<file path="src/rtl/core/sm4_pkg.sv">
// sm4_pkg: shared types, constants and functions for the sm4 block cipher core
// s-box, fk/ck parameters, linear transforms, controller states and command struct
// no dependencies

package sm4_pkg;

    typedef logic [31:0] t_word;
    typedef logic [4:0]  t_idx;

    localparam int unsigned ROUNDS = 32;

    localparam logic CFG_KEY_HIGH = 1'b0;
    localparam logic CFG_KEY_LOW  = 1'b1;

    localparam logic OP_ENCRYPT = 1'b0;
    localparam logic OP_DECRYPT = 1'b1;

    localparam t_word FK0 = 32'ha3b1bac6;
    localparam t_word FK1 = 32'h56aa3350;
    localparam t_word FK2 = 32'h677d9197;
    localparam t_word FK3 = 32'hb27022dc;

    localparam t_idx LAST_IDX = 5'(ROUNDS - 1);

    localparam logic [7:0] SBOX [0:255] = '{
        8'hd6,8'h90,8'he9,8'hfe,8'hcc,8'he1,8'h3d,8'hb7,8'h16,8'hb6,8'h14,8'hc2,8'h28,8'hfb,8'h2c,8'h05,
        8'h2b,8'h67,8'h9a,8'h76,8'h2a,8'hbe,8'h04,8'hc3,8'haa,8'h44,8'h13,8'h26,8'h49,8'h86,8'h06,8'h99,
        8'h9c,8'h42,8'h50,8'hf4,8'h91,8'hef,8'h98,8'h7a,8'h33,8'h54,8'h0b,8'h43,8'hed,8'hcf,8'hac,8'h62,
        8'he4,8'hb3,8'h1c,8'ha9,8'hc9,8'h08,8'he8,8'h95,8'h80,8'hdf,8'h94,8'hfa,8'h75,8'h8f,8'h3f,8'ha6,
        8'h47,8'h07,8'ha7,8'hfc,8'hf3,8'h73,8'h17,8'hba,8'h83,8'h59,8'h3c,8'h19,8'he6,8'h85,8'h4f,8'ha8,
        8'h68,8'h6b,8'h81,8'hb2,8'h71,8'h64,8'hda,8'h8b,8'hf8,8'heb,8'h0f,8'h4b,8'h70,8'h56,8'h9d,8'h35,
        8'h1e,8'h24,8'h0e,8'h5e,8'h63,8'h58,8'hd1,8'ha2,8'h25,8'h22,8'h7c,8'h3b,8'h01,8'h21,8'h78,8'h87,
        8'hd4,8'h00,8'h46,8'h57,8'h9f,8'hd3,8'h27,8'h52,8'h4c,8'h36,8'h02,8'he7,8'ha0,8'hc4,8'hc8,8'h9e,
        8'hea,8'hbf,8'h8a,8'hd2,8'h40,8'hc7,8'h38,8'hb5,8'ha3,8'hf7,8'hf2,8'hce,8'hf9,8'h61,8'h15,8'ha1,
        8'he0,8'hae,8'h5d,8'ha4,8'h9b,8'h34,8'h1a,8'h55,8'had,8'h93,8'h32,8'h30,8'hf5,8'h8c,8'hb1,8'he3,
        8'h1d,8'hf6,8'he2,8'h2e,8'h82,8'h66,8'hca,8'h60,8'hc0,8'h29,8'h23,8'hab,8'h0d,8'h53,8'h4e,8'h6f,
        8'hd5,8'hdb,8'h37,8'h45,8'hde,8'hfd,8'h8e,8'h2f,8'h03,8'hff,8'h6a,8'h72,8'h6d,8'h6c,8'h5b,8'h51,
        8'h8d,8'h1b,8'haf,8'h92,8'hbb,8'hdd,8'hbc,8'h7f,8'h11,8'hd9,8'h5c,8'h41,8'h1f,8'h10,8'h5a,8'hd8,
        8'h0a,8'hc1,8'h31,8'h88,8'ha5,8'hcd,8'h7b,8'hbd,8'h2d,8'h74,8'hd0,8'h12,8'hb8,8'he5,8'hb4,8'hb0,
        8'h89,8'h69,8'h97,8'h4a,8'h0c,8'h96,8'h77,8'h7e,8'h65,8'hb9,8'hf1,8'h09,8'hc5,8'h6e,8'hc6,8'h84,
        8'h18,8'hf0,8'h7d,8'hec,8'h3a,8'hdc,8'h4d,8'h20,8'h79,8'hee,8'h5f,8'h3e,8'hd7,8'hcb,8'h39,8'h48
    };

    typedef enum logic [2:0] {
        ST_IDLE,
        ST_KEXP,
        ST_PREFETCH,
        ST_ROUND,
        ST_DONE
    } t_state;

    typedef struct packed {
        logic load_block;
        logic load_key;
        logic key_step;
        logic round_step;
        logic load_out;
        t_idx step_idx;
        t_idx rd_addr;
    } t_cmd;

    function automatic t_word sub_word(input t_word a);
        sub_word = {SBOX[a[31:24]], SBOX[a[23:16]], SBOX[a[15:8]], SBOX[a[7:0]]};
    endfunction

    function automatic t_word rotl(input t_word x, input int unsigned n);
        rotl = (x << n) | (x >> (32 - n));
    endfunction

    function automatic t_word round_t(input t_word x);
        t_word b;
        b = sub_word(x);
        round_t = b ^ rotl(b, 2) ^ rotl(b, 10) ^ rotl(b, 18) ^ rotl(b, 24);
    endfunction

    function automatic t_word key_t(input t_word x);
        t_word b;
        b = sub_word(x);
        key_t = b ^ rotl(b, 13) ^ rotl(b, 23);
    endfunction

    // ck byte j of word i is (4i + j) * 7 mod 256, msb first
    function automatic t_word ck_word(input t_idx i);
        t_word      w;
        logic [9:0] p;
        w = '0;
        for (int j = 0; j < 4; j++) begin
            p = {i, 2'(j)} * 10'd7;
            w = {w[23:0], p[7:0]};
        end
        ck_word = w;
    endfunction

endpackage

</file>
<file path="src/rtl/core/sm4_ctrl.sv">
// sm4_ctrl: controller state machine for the sm4 core
// sequences key expansion, round key prefetch, rounds and result handoff
// depends on sm4_pkg

module sm4_ctrl (
    input  logic            i_clk,
    input  logic            i_rst_n,
    input  logic            i_cfg_we,
    input  logic            i_in_valid,
    input  logic            i_in_op,
    output logic            o_in_ready,
    output logic            o_out_valid,
    input  logic            i_out_ready,
    output sm4_pkg::t_cmd   o_cmd
);

    sm4_pkg::t_state r_state, n_state;
    sm4_pkg::t_idx   r_cnt, n_cnt;
    logic            r_dec, n_dec;
    logic            r_keys_ready, n_keys_ready;
    logic            r_out_valid, n_out_valid;
    sm4_pkg::t_idx   w_addr_base;

    always_ff @(posedge i_clk) begin
        if (!i_rst_n) begin
            r_state      <= sm4_pkg::ST_IDLE;
            r_cnt        <= '0;
            r_dec        <= sm4_pkg::OP_ENCRYPT;
            r_keys_ready <= 1'b0;
            r_out_valid  <= 1'b0;
        end else begin
            r_state      <= n_state;
            r_cnt        <= n_cnt;
            r_dec        <= n_dec;
            r_keys_ready <= n_keys_ready;
            r_out_valid  <= n_out_valid;
        end
    end

    always_comb begin
        n_state      = r_state;
        n_cnt        = r_cnt;
        n_dec        = r_dec;
        n_keys_ready = r_keys_ready;
        n_out_valid  = r_out_valid && !i_out_ready;
        o_in_ready   = 1'b0;
        o_cmd        = '0;
        o_cmd.step_idx = r_cnt;

        // round key read one step ahead of its use
        w_addr_base = (r_state == sm4_pkg::ST_ROUND) ? r_cnt + 5'd1 : r_cnt;
        o_cmd.rd_addr = (r_dec == sm4_pkg::OP_DECRYPT) ? ~w_addr_base : w_addr_base;

        unique case (r_state)
            sm4_pkg::ST_IDLE: begin
                o_in_ready = 1'b1;
                if (i_in_valid) begin
                    o_cmd.load_block = 1'b1;
                    o_cmd.load_key   = !r_keys_ready;
                    n_dec            = i_in_op;
                    n_cnt            = '0;
                    n_state          = r_keys_ready ? sm4_pkg::ST_PREFETCH
                                                    : sm4_pkg::ST_KEXP;
                end
            end
            sm4_pkg::ST_KEXP: begin
                o_cmd.key_step = 1'b1;
                n_cnt          = r_cnt + 5'd1;
                if (r_cnt == sm4_pkg::LAST_IDX) begin
                    n_keys_ready = 1'b1;
                    n_state      = sm4_pkg::ST_PREFETCH;
                end
            end
            sm4_pkg::ST_PREFETCH: begin
                n_state = sm4_pkg::ST_ROUND;
            end
            sm4_pkg::ST_ROUND: begin
                o_cmd.round_step = 1'b1;
                n_cnt            = r_cnt + 5'd1;
                if (r_cnt == sm4_pkg::LAST_IDX) begin
                    n_state = sm4_pkg::ST_DONE;
                end
            end
            sm4_pkg::ST_DONE: begin
                if (!r_out_valid || i_out_ready) begin
                    o_cmd.load_out = 1'b1;
                    n_out_valid    = 1'b1;
                    n_state        = sm4_pkg::ST_IDLE;
                end
            end
            default: begin
                n_state = sm4_pkg::ST_IDLE;
            end
        endcase

        if (i_cfg_we) begin
            n_keys_ready = 1'b0;
        end
    end

    assign o_out_valid = r_out_valid;

endmodule

</file>
<file path="src/rtl/core/sm4_dp.sv">
// sm4_dp: datapath of the sm4 core
// key registers, key schedule, round key memory, round state and result register
// depends on sm4_pkg

module sm4_dp (
    input  logic            i_clk,
    input  logic            i_rst_n,
    input  logic            i_cfg_we,
    input  logic            i_cfg_addr,
    input  logic [63:0]     i_cfg_data,
    input  logic [127:0]    i_block,
    input  sm4_pkg::t_cmd   i_cmd,
    output logic [127:0]    o_result
);

    logic [63:0]     r_key_high;
    logic [63:0]     r_key_low;
    sm4_pkg::t_word  r_k [4];
    sm4_pkg::t_word  r_x [4];
    sm4_pkg::t_word  r_rk_mem [32];
    sm4_pkg::t_word  r_rk;
    logic [127:0]    r_result;
    sm4_pkg::t_word  w_nk;
    sm4_pkg::t_word  w_nx;

    always_ff @(posedge i_clk) begin
        if (!i_rst_n) begin
            r_key_high <= '0;
            r_key_low  <= '0;
        end else if (i_cfg_we) begin
            unique case (i_cfg_addr)
                sm4_pkg::CFG_KEY_HIGH: r_key_high <= i_cfg_data;
                sm4_pkg::CFG_KEY_LOW:  r_key_low  <= i_cfg_data;
                default:               r_key_low  <= r_key_low;
            endcase
        end
    end

    assign w_nk = r_k[0] ^ sm4_pkg::key_t(r_k[1] ^ r_k[2] ^ r_k[3]
                                          ^ sm4_pkg::ck_word(i_cmd.step_idx));
    assign w_nx = r_x[0] ^ sm4_pkg::round_t(r_x[1] ^ r_x[2] ^ r_x[3] ^ r_rk);

    always_ff @(posedge i_clk) begin
        if (i_cmd.load_key) begin
            r_k[0] <= r_key_high[63:32] ^ sm4_pkg::FK0;
            r_k[1] <= r_key_high[31:0]  ^ sm4_pkg::FK1;
            r_k[2] <= r_key_low[63:32]  ^ sm4_pkg::FK2;
            r_k[3] <= r_key_low[31:0]   ^ sm4_pkg::FK3;
        end else if (i_cmd.key_step) begin
            r_k[0] <= r_k[1];
            r_k[1] <= r_k[2];
            r_k[2] <= r_k[3];
            r_k[3] <= w_nk;
        end
    end

    always_ff @(posedge i_clk) begin
        if (i_cmd.key_step) begin
            r_rk_mem[i_cmd.step_idx] <= w_nk;
        end
        r_rk <= r_rk_mem[i_cmd.rd_addr];
    end

    // block_high in the low half, x0 in its upper word
    always_ff @(posedge i_clk) begin
        if (i_cmd.load_block) begin
            r_x[0] <= i_block[63:32];
            r_x[1] <= i_block[31:0];
            r_x[2] <= i_block[127:96];
            r_x[3] <= i_block[95:64];
        end else if (i_cmd.round_step) begin
            r_x[0] <= r_x[1];
            r_x[1] <= r_x[2];
            r_x[2] <= r_x[3];
            r_x[3] <= w_nx;
        end
    end

    // reverse transform: result_high = x3:x2, result_low = x1:x0
    always_ff @(posedge i_clk) begin
        if (i_cmd.load_out) begin
            r_result <= {r_x[1], r_x[0], r_x[3], r_x[2]};
        end
    end

    assign o_result = r_result;

endmodule

</file>
<file path="src/rtl/core/sm4_block_cipher_core.sv">
// sm4_block_cipher_core: top level of the sm4 ecb encrypt/decrypt core
// joins sm4_ctrl and sm4_dp; depends on sm4_pkg
//
// channel   direction  fields (lowest bit first)
// s_axis    in         tuser: opcode; tdata: block_high, block_low
// m_axis    out        tdata: result_high, result_low
// cfg       in         addr 0 key_high, addr 1 key_low, 64-bit data
//
// after acceptance an item goes through one round key prefetch, 32 rounds
// of one round per clock, and a handoff to the output register that waits
// while it holds an untaken result; no new item is taken before the handoff
// after a key write the next item first runs the key schedule
// the round key memory has one read port, which sets the one round per clock rate
// a result waits in the output register while the next item is accepted and worked
// synchronous active-low reset clears control and key registers

module sm4_block_cipher_core (
    input  logic            i_clk,
    input  logic            i_rst_n,
    input  logic            i_cfg_we,
    input  logic            i_cfg_addr,
    input  logic [63:0]     i_cfg_data,
    input  logic            s_axis_tvalid,
    output logic            s_axis_tready,
    input  logic [127:0]    s_axis_tdata,   // block_high, block_low
    input  logic            s_axis_tuser,   // opcode
    output logic            m_axis_tvalid,
    input  logic            m_axis_tready,
    output logic [127:0]    m_axis_tdata    // result_high, result_low
);

    sm4_pkg::t_cmd w_cmd;

    sm4_ctrl u_ctrl (
        .i_clk       (i_clk),
        .i_rst_n     (i_rst_n),
        .i_cfg_we    (i_cfg_we),
        .i_in_valid  (s_axis_tvalid),
        .i_in_op     (s_axis_tuser),
        .o_in_ready  (s_axis_tready),
        .o_out_valid (m_axis_tvalid),
        .i_out_ready (m_axis_tready),
        .o_cmd       (w_cmd)
    );

    sm4_dp u_dp (
        .i_clk      (i_clk),
        .i_rst_n    (i_rst_n),
        .i_cfg_we   (i_cfg_we),
        .i_cfg_addr (i_cfg_addr),
        .i_cfg_data (i_cfg_data),
        .i_block    (s_axis_tdata),
        .i_cmd      (w_cmd),
        .o_result   (m_axis_tdata)
    );

endmodule
</file>
<file path="config.mk">
export PLATFORM = sky130hd
export DESIGN_NAME = sm4_block_cipher_core
export DESIGN_NICKNAME = d
export VERILOG_FILES = /design/src/rtl/core/sm4_pkg.sv /design/src/rtl/core/sm4_ctrl.sv /design/src/rtl/core/sm4_dp.sv /design/src/rtl/core/sm4_block_cipher_core.sv
export SDC_FILE = /design/constraint.sdc
export NUM_CORES = 2
export LEC_CHECK = 0
export BUFFER_PORTS_ARGS = -buffer_cell sky130_fd_sc_hd__buf_2
export CORE_ASPECT_RATIO = 1.4
export CORE_MARGIN = 4
export CORE_UTILIZATION = 50
export DETAILED_ROUTE_END_ITERATION = 8
export GPL_ROUTABILITY_DRIVEN = 1
export GPL_TIMING_DRIVEN = 0
export PLACE_DENSITY = 0.67
export REMOVE_ABC_BUFFERS = 1
export SETUP_SLACK_MARGIN = 0.05
export SYNTH_ARGS = -nofsm -noshare
export SYNTH_HDL_FRONTEND = slang
export SYNTH_SLANG_ARGS = --single-unit
</file>
<file path="constraint.sdc">
create_clock -name i_clk -period 15.3 [get_ports i_clk]
set_input_delay 3.06 -clock i_clk [delete_from_list [all_inputs] [get_ports i_clk]]
set_output_delay 3.06 -clock i_clk [all_outputs]
set_load 0.02 [all_outputs]
</file>
==> summary.md <==
| Metric | Value |
|---|---|
| Vias | 75.66k |
| Syn Area/Cell | 10.89 µm² |
| Count of warnings emitted by yosys | 0 |
| RSZ-0062 raised after global routing | false |
| Kind of cell adding the most delay to the critical path | XOR/XNOR gates |
| Vias in the first global route | 71.88k |
| Routed WL | 342.5 mm |
| CTS sink cnt | 1579 |
| Element type at the critical path start | flop |
| CTS tree | done |
| Register bit total from synthesis | 1579 |
| CTS root buf | clkbuf_16 |
| Post-synth EDFFs | 1408 |
| Post-Syn Area | 89970 µm² |
| Number of hold buffers added after CTS | 0 |
| Initial antenna violation count | 15 |
| WS Path Type | flop to flop |
| Area grow syn2layout | 14.36% |
| Final number of setup-violating endpoints | 0 |
| Grt ovf | 0 |
| Count leader, synth | edfxtp_1 |
| Post-CTS Resized | 0 |
| Async S/R FF share, synth | 0% |
| Fmax achieved | 125.6 MHz |
| DRC | 2 |
| First DRT Iteration DRCs | 12.09k |
| Worst r2r path cells | 12 |
| Initial Utilization | 50.44% |
| Rows | 183 |
| Via-to-Cell Ratio | 7.052 |
| Storage element area | 45700 µm² |
| Critical path data arrival time | 8.45 ns |
| Worst-path cell chain | inv_1 -> ha_1 -> xnor2_4 -> xor2_4 -> nor2_1 -> o21ai_0 -> a31oi_1 -> nor3_1 -> or4_1 -> a32oi_2 -> xnor3_1 -> inv_1 |
| Largest net degree at the start of global routing | 91 |
| Top cells by area, synth | edfxtp_1 (47%), mux4_2 (7.3%), nand2_1 (5.4%) |
| Fill cells | 14.48k |
| Final period util | 52.06% |
| Clock latency on the worst-skew pair | 0.83 ns |
| Post-Route Skew | 0.04979 ns |
| Failing checks | design-rule violations |
| Routability congestion estimate | 1.031 |
| Top_reg_cell synth | edfxtp_1 |
| Clock transition at the registers of the reported paths | 0.07 ns |
| Crit path required time | 15.78 ns |
| Most used cell along the critical path | inv_1 |
| Worst Setup SP | u_ctrl.r_cnt[0] |
| Worst rel slew slack | 1.864% |
| Die W | 366.5 µm |
| Hpwl dp | 231.9 mm |
| Min-delay worst type | flop to flop |
| Ports | 329 |
| Top cell type's share of synthesized area | 46.99% |
| CTS max path bufs | 3 |
| R2r setup slk | 7.34 ns |
| Commonest cells post-synth | edfxtp_1 (1408), nand2_1 (1296), a21oi_1 (635) |
| Peak fanout along the critical path | 32 |
| Worst slew pin tran | 1.462 ns |
| Worst r2r dst | u_dp.r_rk_mem[24][28] |
| H-tree depth | 4 |
| Die ar. | 186900 µm² |
| Crit path depth | 12 |
| Area leader, netlist | edfxtp_1 |
| Setup Fix Bufs, Post-CTS | 0 |
| Final Hold Vio Count | 0 |
| First-pass GRT wire length | 498.2 mm |
| Cts bufs inserted | 150 |
| Critical Path End | u_dp.r_rk_mem[24][28] |
| Pins Over Slew Limit | 0 |
| Critical path buffers and inverters | 2 |
| Crit. End Element | flop |
| WHS | 0.4527 ns |
| GRT Overall Usage | 35.58% |
| Die height | 509.9 µm |
| Worst r2r src | u_ctrl.r_cnt[0] |
| Share of layout cells above drive strength 1 | 17.60% |
| Critical Path Max Stage Delay | 1.28 ns |
| Fin nets | 8581 |
| Max Cap Viol | 0 |
| Crit path max-delay cell type | dfxtp_1 |
| Status | finished with violations |
| Core Box Area | 178400 µm² |
| Fin crit period | 7.965 ns |
| Sequential share of the synthesized area | 50.80% |
| First-pass DRT Iterations | 9 |
| Post-Syn Instances | 8260 |
| Post-DRT Antenna Nets | 0 |
| Synth cell types | 110 |
| Area of the multi-input gates | 42270 µm² |
| Port bufs | 328 |
| Wire per inst | 31.92 µm |
[state kept, by name, summed over array words and instances, names as in the netlist, 3 cells and up]
name and cells:
u_dp.o_result 128, u_dp.r_k 128, u_dp.r_key_low 64, u_dp.r_key_high 64, u_ctrl.r_cnt 5, u_dp.r_rk_mem 1024
u_dp.r_rk 32, u_dp.r_x 128, u_ctrl.r_state 3
[stage by stage]
step           cells  area, µm²  utilization [%]  TNS (ns)  setup slack (ns)
2_1_floorplan   7525      86820                -   -460.89            -14.40
3_3_place_gp   10170      91360            51.22  -2429.36            -30.54
3_5_place_dp   10440      97640            54.74         0             7.120
4_1_cts        10720     102800            57.63         0             7.106
5_1_grt        10720     102900            57.68         0             7.148
6_report       10730     102900            57.69         0             7.335
[layout by cell type, fill, tap and decap left out, types with 36 or more instances in the layout]
master     instances
o2111ai_1         42
mux4_2           290
mux2_2            88
nand4_1           36
o311ai_0          69
o221ai_1          63
nor2_1           604
ha_1              93
o211ai_1         148
buf_2            329
a21oi_1          635
buf_12            57
xnor2_1          194
a211oi_1         122
edfxtp_1        1408
buf_8            130
o21ai_0          453
xnor2_2           73
nand3_1          189
mux2i_1          123
a311oi_1          82
buf_16            52
a2111oi_0         41
xor2_1            75
o22ai_1           50
nand2_1         1292
inv_1             54
o31ai_1           42
clkbuf_16        152
a31oi_1          117
a221oi_1          75
nor3_1           180
dfxtp_1          171
[worst min path at each step]
stage | to | cells past startpoint | slack [ns] | from
floorplan | u_dp.o_result[65] | 0 | 0.43 | u_dp.r_x[0][1]
global placement | u_dp.o_result[71] | 0 | 0.44 | u_dp.r_x[0][7]
detailed placement | u_dp.o_result[71] | 0 | 0.44 | u_dp.r_x[0][7]
CTS | u_dp.o_result[71] | 0 | 0.45 | u_dp.r_x[0][7]
global route | u_dp.r_key_low[6] | 2 | 0.47 | u_dp.r_key_low[6]
finish | u_dp.o_result[71] | 0 | 0.45 | u_dp.r_x[0][7]
[final cells by class]
| type | count | area share, % |
|---|---|---|
| antenna | 7 | 0.01702 |
| clock buffer | 182 | 3.865 |
| clock inverter | 98 | 1.136 |
| inverter | 75 | 0.2785 |
| multi-input combinational | 5871 | 41.08 |
| sequential | 1579 | 44.42 |
| tap | 2312 | 2.811 |
| timing repair buffer | 605 | 6.395 |
[cells by family after synthesis]
logic type | after synthesis | synth area share [%]
fa+ha+maj | 100 | 1.449
simple gates | 2504 | 11.64
compound gates | 2323 | 17.24
xor+xnor | 442 | 5.301
mux | 502 | 9.758
flops | 1579 | 50.80
buf+inv | 810 | 3.815
[worst reg2reg max path: stages, from the launching register on]
cell,delay (ns)
dfxtp_1,1.28
inv_1,0.31
ha_1,0.62
xnor2_4,0.87
xor2_4,0.42
nor2_1,0.84
o21ai_0,0.18
a31oi_1,0.21
nor3_1,0.10
or4_1,0.53
a32oi_2,0.92
xnor3_1,0.59
inv_1,0.73
[per-layer routing]
layer	up-vias	wire (µm)	GRT usage, %
li1	31650	-	-
met1	36860	119500	43.57
met2	5767	161900	58.97
met3	1371	35940	7.287
met4	10	25040	20.37
met5	-	66	0
Power is left out: the tool's default activity adds up to more than one toggle a clock period on the data nets, which glitch-free logic cannot reach.
